[src/hdl/line_seal_encoder_top_defines.svh]
// Assertion helpers used by the checked module.
`ifndef LINE_SEAL_ENCODER_TOP_DEFINES_SVH
`define LINE_SEAL_ENCODER_TOP_DEFINES_SVH

// Same-cycle implication, sampled on clk, off during reset.
`define LSE_ASSERT_NOW(name, ante, cons, msg) \
	name: assert property (@(posedge clk) disable iff (!arst_n) (ante) |-> (cons)) \
		else $error(msg);

// Next-cycle implication, sampled on clk, off during reset.
`define LSE_ASSERT_NEXT(name, ante, cons, msg) \
	name: assert property (@(posedge clk) disable iff (!arst_n) (ante) |=> (cons)) \
		else $error(msg);

`endif

[src/hdl/lse_pkg.sv]
package lse_pkg;

	localparam int unsigned BLOCK_BYTES = 12;
	localparam int unsigned KEY_LEN     = 50;

	localparam logic [7:0] CH_SOH   = 8'h18;
	localparam logic [7:0] CH_EOM   = 8'h19;
	localparam logic [7:0] CH_PAD   = 8'h31;
	localparam logic [7:0] CH_ZERO  = 8'h30;
	localparam logic [7:0] CH_HIGH  = 8'h80;
	localparam logic [7:0] CH_LF    = 8'h0A;
	localparam logic [7:0] SEAL_SUB = 8'd32;

	typedef struct packed {
		logic [7:0]  data_byte;
		logic        has_byte;
		logic        end_of_line;
		logic [23:0] stamp_ms;
	} line_t;

	typedef struct packed {
		logic [7:0] out_byte;
		logic       out_last;
	} seal_t;

	typedef enum logic [3:0] {
		S_IDLE  = 4'd0,
		S_DATA  = 4'd1,
		S_SOH   = 4'd2,
		S_CONV  = 4'd3,
		S_SKIP  = 4'd4,
		S_DIGIT = 4'd5,
		S_EOM   = 4'd6,
		S_PAD   = 4'd7,
		S_C80   = 4'd8,
		S_C0A   = 4'd9,
		S_FLUSH = 4'd10
	} step_t;

	typedef enum logic [2:0] {
		P_NONE, P_DATA, P_SOH, P_DIGIT, P_EOM, P_PAD
	} push_t;

	typedef enum logic [1:0] {
		E_NONE, E_SEAL, E_C80, E_C0A
	} emit_t;

	typedef enum logic [3:0] {
		C_NEVER, C_ALWAYS, C_NO_IN, C_NOT_EOL, C_ITER,
		C_LEAD0, C_MORE_DIG, C_FILL_NZ, C_FLUSH_MORE
	} cond_t;

	typedef struct packed {
		push_t push;
		emit_t emit;
		cond_t cond;
		step_t target;
		logic  ret;
		logic  clr_key;
	} ctl_t;

	function automatic ctl_t ctl_rom(step_t s);
		ctl_t c;
		c = '{push: P_NONE, emit: E_NONE, cond: C_NEVER, target: S_IDLE,
			ret: 1'b0, clr_key: 1'b0};
		unique case (s)
			S_IDLE: begin
				c.cond   = C_NO_IN;
				c.target = S_IDLE;
			end
			S_DATA: begin
				c.push   = P_DATA;
				c.cond   = C_NOT_EOL;
				c.target = S_IDLE;
			end
			S_SOH: begin
				c.push = P_SOH;
			end
			S_CONV: begin
				c.cond   = C_ITER;
				c.target = S_CONV;
			end
			S_SKIP: begin
				c.cond   = C_LEAD0;
				c.target = S_SKIP;
			end
			S_DIGIT: begin
				c.push   = P_DIGIT;
				c.cond   = C_MORE_DIG;
				c.target = S_DIGIT;
			end
			S_EOM: begin
				c.push = P_EOM;
			end
			S_PAD: begin
				c.push   = P_PAD;
				c.cond   = C_FILL_NZ;
				c.target = S_PAD;
			end
			S_C80: begin
				c.emit = E_C80;
			end
			S_C0A: begin
				c.emit    = E_C0A;
				c.cond    = C_ALWAYS;
				c.target  = S_IDLE;
				c.clr_key = 1'b1;
			end
			S_FLUSH: begin
				c.emit   = E_SEAL;
				c.cond   = C_FLUSH_MORE;
				c.target = S_FLUSH;
				c.ret    = 1'b1;
			end
			default: begin
				c.cond   = C_ALWAYS;
				c.target = S_IDLE;
			end
		endcase
		return c;
	endfunction

	function automatic logic [3:0] slot_order(logic [3:0] i);
		logic [3:0] r;
		case (i)
			4'd0:    r = 4'd11;
			4'd2:    r = 4'd9;
			4'd4:    r = 4'd7;
			4'd7:    r = 4'd4;
			4'd9:    r = 4'd2;
			4'd11:   r = 4'd0;
			default: r = i;
		endcase
		return r;
	endfunction

	function automatic logic [7:0] seal_key(logic [5:0] p);
		logic [7:0] k;
		case (p)
			6'd0:  k = 8'h54; 6'd1:  k = 8'h69; 6'd2:  k = 8'h6D; 6'd3:  k = 8'h65;
			6'd4:  k = 8'h73; 6'd5:  k = 8'h74; 6'd6:  k = 8'h61; 6'd7:  k = 8'h6D;
			6'd8:  k = 8'h70; 6'd9:  k = 8'h20; 6'd10: k = 8'h28; 6'd11: k = 8'h46;
			6'd12: k = 8'h49; 6'd13: k = 8'h43; 6'd14: k = 8'h53; 6'd15: k = 8'h29;
			6'd16: k = 8'h20; 6'd17: k = 8'h76; 6'd18: k = 8'h31; 6'd19: k = 8'h2E;
			6'd20: k = 8'h30; 6'd21: k = 8'h20; 6'd22: k = 8'h2D; 6'd23: k = 8'h20;
			6'd24: k = 8'h70; 6'd25: k = 8'h72; 6'd26: k = 8'h6F; 6'd27: k = 8'h67;
			6'd28: k = 8'h72; 6'd29: k = 8'h61; 6'd30: k = 8'h6D; 6'd31: k = 8'h6D;
			6'd32: k = 8'h65; 6'd33: k = 8'h64; 6'd34: k = 8'h20; 6'd35: k = 8'h62;
			6'd36: k = 8'h79; 6'd37: k = 8'h20; 6'd38: k = 8'h48; 6'd39: k = 8'h65;
			6'd40: k = 8'h6E; 6'd41: k = 8'h72; 6'd42: k = 8'h69; 6'd43: k = 8'h6B;
			6'd44: k = 8'h20; 6'd45: k = 8'h47; 6'd46: k = 8'h72; 6'd47: k = 8'h61;
			6'd48: k = 8'h6D; 6'd49: k = 8'h2E;
			default: k = 8'h00;
		endcase
		return k;
	endfunction

endpackage

[src/hdl/line_seal_encoder_top.sv]
// Line sealing encoder.
// line channel (line_valid, line_stall, line_data): one request per byte of a text
//   line; the request with end_of_line set carries stamp_ms and may carry no byte.
// seal channel (seal_valid, seal_stall, seal_data): sealed message bytes, with
//   out_last set on the closing line feed.
// Every request is taken in the idle step only, and a plain byte then takes the idle
//   and push steps. A byte that completes a 12-byte block starts the flush of its
//   12 bytes, one sealed byte per cycle while the output is not stalled.
// The final request runs the trailer: one push step, one start mark step, the
//   binary-to-decimal shifting, the leading-zero skip and digit pushes, one end
//   mark step, the pad pushes that complete the last block, a flush for every
//   completed block and the two closing bytes.
// The rate is set by the microcode sequencer, which runs one control word per cycle
//   while no output step holds, and drives at most one push or output byte per step.
// A single output register holds the pending byte; while seal_stall is high the
//   steps that output bytes hold, pushes and decimal conversion go on.
// Reset clears the step counter, block fill, key position and output valid;
//   the block store holds no meaning until written.
`include "line_seal_encoder_top_defines.svh"

module line_seal_encoder_top (
	input  logic           clk,
	input  logic           arst_n,
	input  logic           line_valid,
	output logic           line_stall,
	input  lse_pkg::line_t line_data,
	output logic           seal_valid,
	input  logic           seal_stall,
	output lse_pkg::seal_t seal_data
);

	lse_pkg::step_t pc_q;
	lse_pkg::step_t ret_q;
	lse_pkg::step_t next_step;
	lse_pkg::step_t seq_step;
	lse_pkg::ctl_t  ctl;

	logic [7:0]  store_q [lse_pkg::BLOCK_BYTES];
	logic [3:0]  fill_q;
	logic [5:0]  key_q;
	logic [3:0]  fcnt_q;
	logic [4:0]  iter_q;
	logic [2:0]  dig_q;
	logic [31:0] bcd_q;
	logic [23:0] bin_q;
	logic [7:0]  data_q;
	logic        has_q;
	logic        eol_q;
	logic        ovalid_q;
	logic [7:0]  obyte_q;
	logic        olast_q;

	logic        in_acc;
	logic        out_busy;
	logic        hold;
	logic        cond_true;
	logic        push_en;
	logic [7:0]  push_byte;
	logic        emit_en;
	logic [7:0]  emit_byte;
	logic [3:0]  cur_digit;
	logic [31:0] bcd_adj;
	logic [7:0]  flush_src;

	assign ctl        = lse_pkg::ctl_rom(pc_q);
	assign line_stall = (pc_q != lse_pkg::S_IDLE);
	assign in_acc     = line_valid && !line_stall;
	assign out_busy   = ovalid_q && seal_stall;
	assign hold       = (ctl.emit != lse_pkg::E_NONE) && out_busy;
	assign cur_digit  = bcd_q[{dig_q, 2'b00} +: 4];
	assign flush_src  = store_q[lse_pkg::slot_order(fcnt_q)];

	always_comb begin
		for (int d = 0; d < 8; d++) begin
			bcd_adj[d*4 +: 4] = (bcd_q[d*4 +: 4] >= 4'd5) ?
				bcd_q[d*4 +: 4] + 4'd3 : bcd_q[d*4 +: 4];
		end
	end

	always_comb begin
		case (ctl.cond)
			lse_pkg::C_ALWAYS:     cond_true = 1'b1;
			lse_pkg::C_NO_IN:      cond_true = !in_acc;
			lse_pkg::C_NOT_EOL:    cond_true = !eol_q;
			lse_pkg::C_ITER:       cond_true = (iter_q != 5'd0);
			lse_pkg::C_LEAD0:      cond_true = (dig_q != 3'd0) && (cur_digit == 4'd0);
			lse_pkg::C_MORE_DIG:   cond_true = (dig_q != 3'd0);
			lse_pkg::C_FILL_NZ:    cond_true = (fill_q != 4'd0);
			lse_pkg::C_FLUSH_MORE: cond_true = (fcnt_q != 4'd11);
			default:               cond_true = 1'b0;
		endcase
	end

	always_comb begin
		push_en   = 1'b0;
		push_byte = data_q;
		unique case (ctl.push)
			lse_pkg::P_DATA: begin
				push_en = has_q;
			end
			lse_pkg::P_SOH: begin
				push_en   = 1'b1;
				push_byte = lse_pkg::CH_SOH;
			end
			lse_pkg::P_DIGIT: begin
				push_en   = 1'b1;
				push_byte = lse_pkg::CH_ZERO | {4'd0, cur_digit};
			end
			lse_pkg::P_EOM: begin
				push_en   = 1'b1;
				push_byte = lse_pkg::CH_EOM;
			end
			lse_pkg::P_PAD: begin
				push_en   = (fill_q != 4'd0);
				push_byte = lse_pkg::CH_PAD;
			end
			default: begin
				push_en = 1'b0;
			end
		endcase
	end

	always_comb begin
		emit_en   = !out_busy;
		emit_byte = lse_pkg::CH_LF;
		unique case (ctl.emit)
			lse_pkg::E_SEAL: begin
				emit_byte = ((flush_src | lse_pkg::CH_HIGH) ^ lse_pkg::seal_key(key_q))
					- lse_pkg::SEAL_SUB;
			end
			lse_pkg::E_C80: begin
				emit_byte = lse_pkg::CH_HIGH;
			end
			lse_pkg::E_C0A: begin
				emit_byte = lse_pkg::CH_LF;
			end
			default: begin
				emit_en = 1'b0;
			end
		endcase
	end

	always_comb begin
		if (cond_true) begin
			next_step = ctl.target;
		end else if (ctl.ret) begin
			next_step = ret_q;
		end else begin
			next_step = lse_pkg::step_t'(pc_q + 4'd1);
		end
		seq_step = (push_en && fill_q == 4'd11) ? lse_pkg::S_FLUSH : next_step;
	end

	always_ff @(posedge clk or negedge arst_n) begin
		if (!arst_n) begin
			pc_q     <= lse_pkg::S_IDLE;
			ret_q    <= lse_pkg::S_IDLE;
			fill_q   <= 4'd0;
			key_q    <= 6'd0;
			fcnt_q   <= 4'd0;
			iter_q   <= 5'd0;
			dig_q    <= 3'd0;
			ovalid_q <= 1'b0;
		end else begin
			if (!out_busy) begin
				ovalid_q <= emit_en;
			end
			if (in_acc) begin
				iter_q <= 5'd23;
				dig_q  <= 3'd7;
			end
			if (!hold) begin
				pc_q <= seq_step;
				if (push_en) begin
					fill_q <= (fill_q == 4'd11) ? 4'd0 : fill_q + 4'd1;
					if (fill_q == 4'd11) begin
						ret_q <= next_step;
					end
				end
				if (ctl.cond == lse_pkg::C_ITER && iter_q != 5'd0) begin
					iter_q <= iter_q - 5'd1;
				end
				if ((ctl.cond == lse_pkg::C_LEAD0 || ctl.cond == lse_pkg::C_MORE_DIG)
						&& cond_true) begin
					dig_q <= dig_q - 3'd1;
				end
				if (ctl.emit == lse_pkg::E_SEAL) begin
					fcnt_q <= (fcnt_q == 4'd11) ? 4'd0 : fcnt_q + 4'd1;
					key_q  <= (key_q == 6'd49) ? 6'd0 : key_q + 6'd1;
				end
				if (ctl.clr_key) begin
					key_q  <= 6'd0;
					fill_q <= 4'd0;
				end
			end
		end
	end

	always_ff @(posedge clk) begin
		if (in_acc) begin
			data_q <= line_data.data_byte;
			has_q  <= line_data.has_byte;
			eol_q  <= line_data.end_of_line;
			bin_q  <= line_data.stamp_ms;
			bcd_q  <= 32'd0;
		end
		if (ctl.cond == lse_pkg::C_ITER) begin
			bcd_q <= {bcd_adj[30:0], bin_q[23]};
			bin_q <= {bin_q[22:0], 1'b0};
		end
		if (push_en) begin
			store_q[fill_q] <= push_byte;
		end
		if (emit_en) begin
			obyte_q <= emit_byte;
			olast_q <= (ctl.emit == lse_pkg::E_C0A);
		end
	end

	assign seal_valid         = ovalid_q;
	assign seal_data.out_byte = obyte_q;
	assign seal_data.out_last = olast_q;

	`LSE_ASSERT_NOW(a_fill_range, 1'b1, fill_q <= 4'd11, "block fill out of range")
	`LSE_ASSERT_NOW(a_last_key, seal_valid && seal_data.out_last, key_q == 6'd0, "key not cleared")
	`LSE_ASSERT_NOW(a_fcnt_flush, fcnt_q != 4'd0, pc_q == lse_pkg::S_FLUSH, "stray flush count")
	`LSE_ASSERT_NEXT(a_accept_step, in_acc, pc_q == lse_pkg::S_DATA, "request not started")

endmodule
[config.mk]
export PLATFORM = sky130hd
export DESIGN_NAME = line_seal_encoder_top
export DESIGN_NICKNAME = d
export VERILOG_FILES = /design/src/hdl/lse_pkg.sv /design/src/hdl/line_seal_encoder_top.sv
export VERILOG_INCLUDE_DIRS = /design/src /design/src/hdl
export SDC_FILE = /design/constraint.sdc
export NUM_CORES = 1
export LEC_CHECK = 0
export BUFFER_PORTS_ARGS = -buffer_cell sky130_fd_sc_hd__clkbuf_2
export CORE_MARGIN = 2
export CORE_UTILIZATION = 50
export DETAILED_ROUTE_END_ITERATION = 12
export PLACE_DENSITY_LB_ADDON = 0.25
export SYNTH_ARGS = -nofsm -noshare
export SYNTH_HDL_FRONTEND = slang
export SYNTH_SLANG_ARGS = --single-unit
[constraint.sdc]
create_clock -name clk -period 4.1 [get_ports clk]
set_input_delay 0.615 -clock clk [delete_from_list [all_inputs] [get_ports clk]]
set_output_delay 0.615 -clock clk [all_outputs]
set_load 0.01 [all_outputs]
==> flow_summary.json <==
{
  "worst_r2r_endpoint": "obyte_q[7]$_DFFE_PP_",
  "grt_use_total_pct": 20.7,
  "floorplan.initialDensity_pct": 51.1,
  "critPathMaxStageDelay_ps": 530,
  "hold_slack_ps": 259,
  "crit_path_cell_trace": "inv_1, ha_1, nor3_1, o21a_1, nor3_2, buf_4, o211a_1, o21ai_0, nand4_1, xnor2_1, ha_1, nand2b_1, a21boi_0",
  "cts_buffers": 17,
  "crit_slowest_cell": "dfrtp_1",
  "netlist_instances": 947,
  "ioPinCount": 49,
  "gp_congestion": 0.831,
  "report.final.slew_viol_count": 0,
  "finalCriticalPeriod_ps": 3350,
  "clockBufferDepth": 2,
  "synth_xor_area_share_pct": 0.925,
  "core_um2": 20400,
  "finalInstanceArea_um2": 11500,
  "max_slew_margin_pct": 25.6,
  "root_buffer": "clkbuf_16",
  "switching_share_pct": 41.2,
  "die_area_um2": 22000,
  "grt_remaining_overflow": 0,
  "first_global_vias": 6886,
  "async_reset_ff_share_pct": 16.4,
  "p_clk_share_pct": 17.9,
  "status": "completed",
  "yosys.area.top_type": "edfxtp_1",
  "start_kind": "register",
  "grt_max_degree": 56,
  "antenna_found_initial": 0,
  "antennaDiodeCount": 0,
  "fp-row-count": 52,
  "hp-class": "in -> async",
  "setup_viol": 0,
  "synthAdderAreaFrac_pct": 5.41,
  "critPathArrivalTime_ps": 3630,
  "synth_top_family_by_area": "compound AO/OA/AOI/OAI gates",
  "finalCoreUtilization_pct": 56.6,
  "cts.clk_slew.worst_paths_ps": 70,
  "avgViaCountPerCell": 5.81,
  "yosysTopAreaCellShare_pct": 45.3,
  "wl_per_cell_um": 17.5,
  "drv_cap": 0,
  "required_ps": 4380,
  "drive_gt1_share_pct": 14.1,
  "cts_tree": "done",
  "vias": 7381,
  "syn_nets": 1030,
  "r2r_slack_ps": 750,
  "setup.worst_path.class": "reg -> reg",
  "switching_power_mw": 3.68,
  "clkSinkCount": 189,
  "worstSkewPairLatency_ps": 440,
  "p_per_area_nw_per_um2": 776,
  "fmax_mhz": 299,
  "final_hold_viol_count": 0,
  "tightest_slew_ps": 1120,
  "tns_ps": 0,
  "fp.dieH_um": 148,
  "timing.rr.start": "fcnt_q[0]$_DFFE_PN0P_",
  "firstDrtPassIters": 5,
  "synth_compound_area_share_pct": 15.6,
  "synth_common_cells": "157 x edfxtp_1, 82 x nor2_1, 74 x nand2_1, 56 x inv_1, 51 x o21ai_0",
  "ir_worst_vdd_mv": 0.523,
  "cpMostUsedCell": "ha_1",
  "seq_power_share_pct": 36.7,
  "p_int_mw": 5.26,
  "clock_skew_ps": 10.2,
  "synth_edf_count": 157,
  "dpl_cell_area_um2": 11000,
  "io_buffers": 47,
  "drt-total-wl_um": 22200,
  "power_mw": 8.94,
  "cp-end-kind": "register",
  "combPwrFrac_pct": 45.4,
  "synth_simple_gate_area_share_pct": 14.7,
  "p_leak_nw": 4.47,
  "hpwl_um": 15700,
  "netlist_top_cells_area": "edfxtp_1 45%, dfrtp_1 7.4%, ha_1 5.4%, mux2i_1 3.1%, nor2_1 3.0%",
  "synth.most_common_cell": "edfxtp_1",
  "final_antenna_net_count": 0,
  "finalCritPeriodShare_pct": 81.6,
  "cp_max_fo": 12,
  "cts_resized": 0,
  "synth_area_um2": 10400,
  "drc_errors": 0,
  "area_delta_synth_final_pct": 10.7,
  "grt_pass1_wl_um": 35500,
  "ys_warn_count": 0,
  "synth_seq_area_share_pct": 52.9,
  "synth_top_flop_cell": "edfxtp_1",
  "fp.dieW_um": 148,
  "worstRegToRegCells": 13,
  "synth_cell_type_count": 73,
  "rsz0062_at_grt": "false",
  "cts_setup_buffers": 0,
  "hold_buffers": 0,
  "cts_max_level": 4,
  "ys_ff_latch": 189,
  "fin_nets": 1070,
  "first_iter_violations": 619,
  "muxShareOfSynthArea_pct": 6.10,
  "syn_avg_cell_area_um2": 11.0
}
state kept, by name (all words and copies together), names as in the netlist:
name / flops
key_q: 6
dig_q: 3
has_q: 1
data_q: 7
seal_valid: 1
pc_q: 4
bin_q: 24
iter_q: 5
olast_q: 1
ret_q: 4
bcd_q: 32
fill_q: 4
fcnt_q: 4
eol_q: 1
obyte_q: 8
store_q: 84
routing by layer:
| layer | routed length, µm | track usage [%] | up-vias |
|---|---|---|---|
| li1 | - | - | 3608 |
| met1 | 9960 | 28.1 | 3563 |
| met2 | 11000 | 34.4 | 184 |
| met3 | 942 | 3.96 | 26 |
| met4 | 323 | 5.38 | 0 |
| met5 | 0 | 0 | - |
cell type report:
cell class | count | area (µm²)
sequential | 189 | 5510
tap | 270 | 338
inverter | 59 | 221
multi-input combinational | 647 | 4460
clock buffer | 17 | 425
timing repair buffer | 73 | 430
fill | 1704 | 8830
clock inverter | 15 | 150
how the worst max path moves through the flow:
| stage | to | slack, ps | startpoint | cells after the start |
|---|---|---|---|---|
| final | obyte_q[7]$_DFFE_PP_ | 750 | fcnt_q[0]$_DFFE_PN0P_ | 13 |
| after global routing | obyte_q[7]$_DFFE_PP_ | 360 | fcnt_q[0]$_DFFE_PN0P_ | 13 |
| after floorplan | key_q[5]$_DFFE_PN0P_ | 1140 | pc_q[1]$_DFFE_PN0N_ | 14 |
| after CTS | obyte_q[7]$_DFFE_PP_ | 720 | fcnt_q[0]$_DFFE_PN0P_ | 13 |
| after global placement | obyte_q[7]$_DFFE_PP_ | 730 | fcnt_q[0]$_DFFE_PN0P_ | 13 |
| after detailed placement | obyte_q[7]$_DFFE_PP_ | 750 | fcnt_q[0]$_DFFE_PN0P_ | 13 |
cell usage in the layout, fill, tap and decap left out, types with 14 or more instances in the layout:
| cell | Yosys | routed |
|---|---|---|
| nand2b_1 | 17 | 17 |
| nor2b_1 | 22 | 22 |
| and2_1 | 14 | 14 |
| edfxtp_1 | 157 | 157 |
| buf_4 | 2 | 26 |
| ha_1 | 45 | 45 |
| nor2_1 | 82 | 82 |
| mux2i_1 | 32 | 32 |
| nor3_1 | 20 | 19 |
| o21ai_0 | 51 | 51 |
| nand2_1 | 74 | 73 |
| a211oi_1 | 14 | 14 |
| clkbuf_16 | 0 | 17 |
| inv_1 | 56 | 56 |
| dfrtp_1 | 31 | 31 |
| a22o_1 | 28 | 28 |
| a21oi_1 | 46 | 46 |
| nand3_1 | 15 | 15 |
| clkbuf_2 | 0 | 47 |
stage by stage:
stage          cells  setup slack, ps
3_3_place_gp    1238              728
4_1_cts         1270              723
5_1_grt         1270              358
2_1_floorplan    947             1140
6_report        1270              753
3_5_place_dp    1238              747
power by group through the flow:
| stage | Clock, mW | Sequential (mW) | Combinational [mW] |
|---|---|---|---|
| detailed placement | 0 | 3.32 | 4.06 |
| floorplan | 0 | 3.11 | 3.11 |
| CTS | 1.63 | 3.28 | 4.07 |
| global route | 1.71 | 3.35 | 4.51 |
| global placement | 0 | 3.31 | 3.97 |
| finish | 1.60 | 3.28 | 4.06 |
worst max-delay path, delay by kind of cell (launching register included):
family	cells	cell delay, ps
adders and majority gates	2	430
DFF	1	530
xor gates and xnor gates	1	180
buffers and inverters	2	340
AOI/OAI and AO/OA	4	980
and+or+nand+nor	4	730
cell families after synthesis:
logic type      Yosys count
xor+xnor                 11
compound gates          237
fa+ha+maj                45
mux                      49
buf+inv                 111
simple gates            305
flops                   189
No activity file was read; power rests on OpenSTA's default activity.
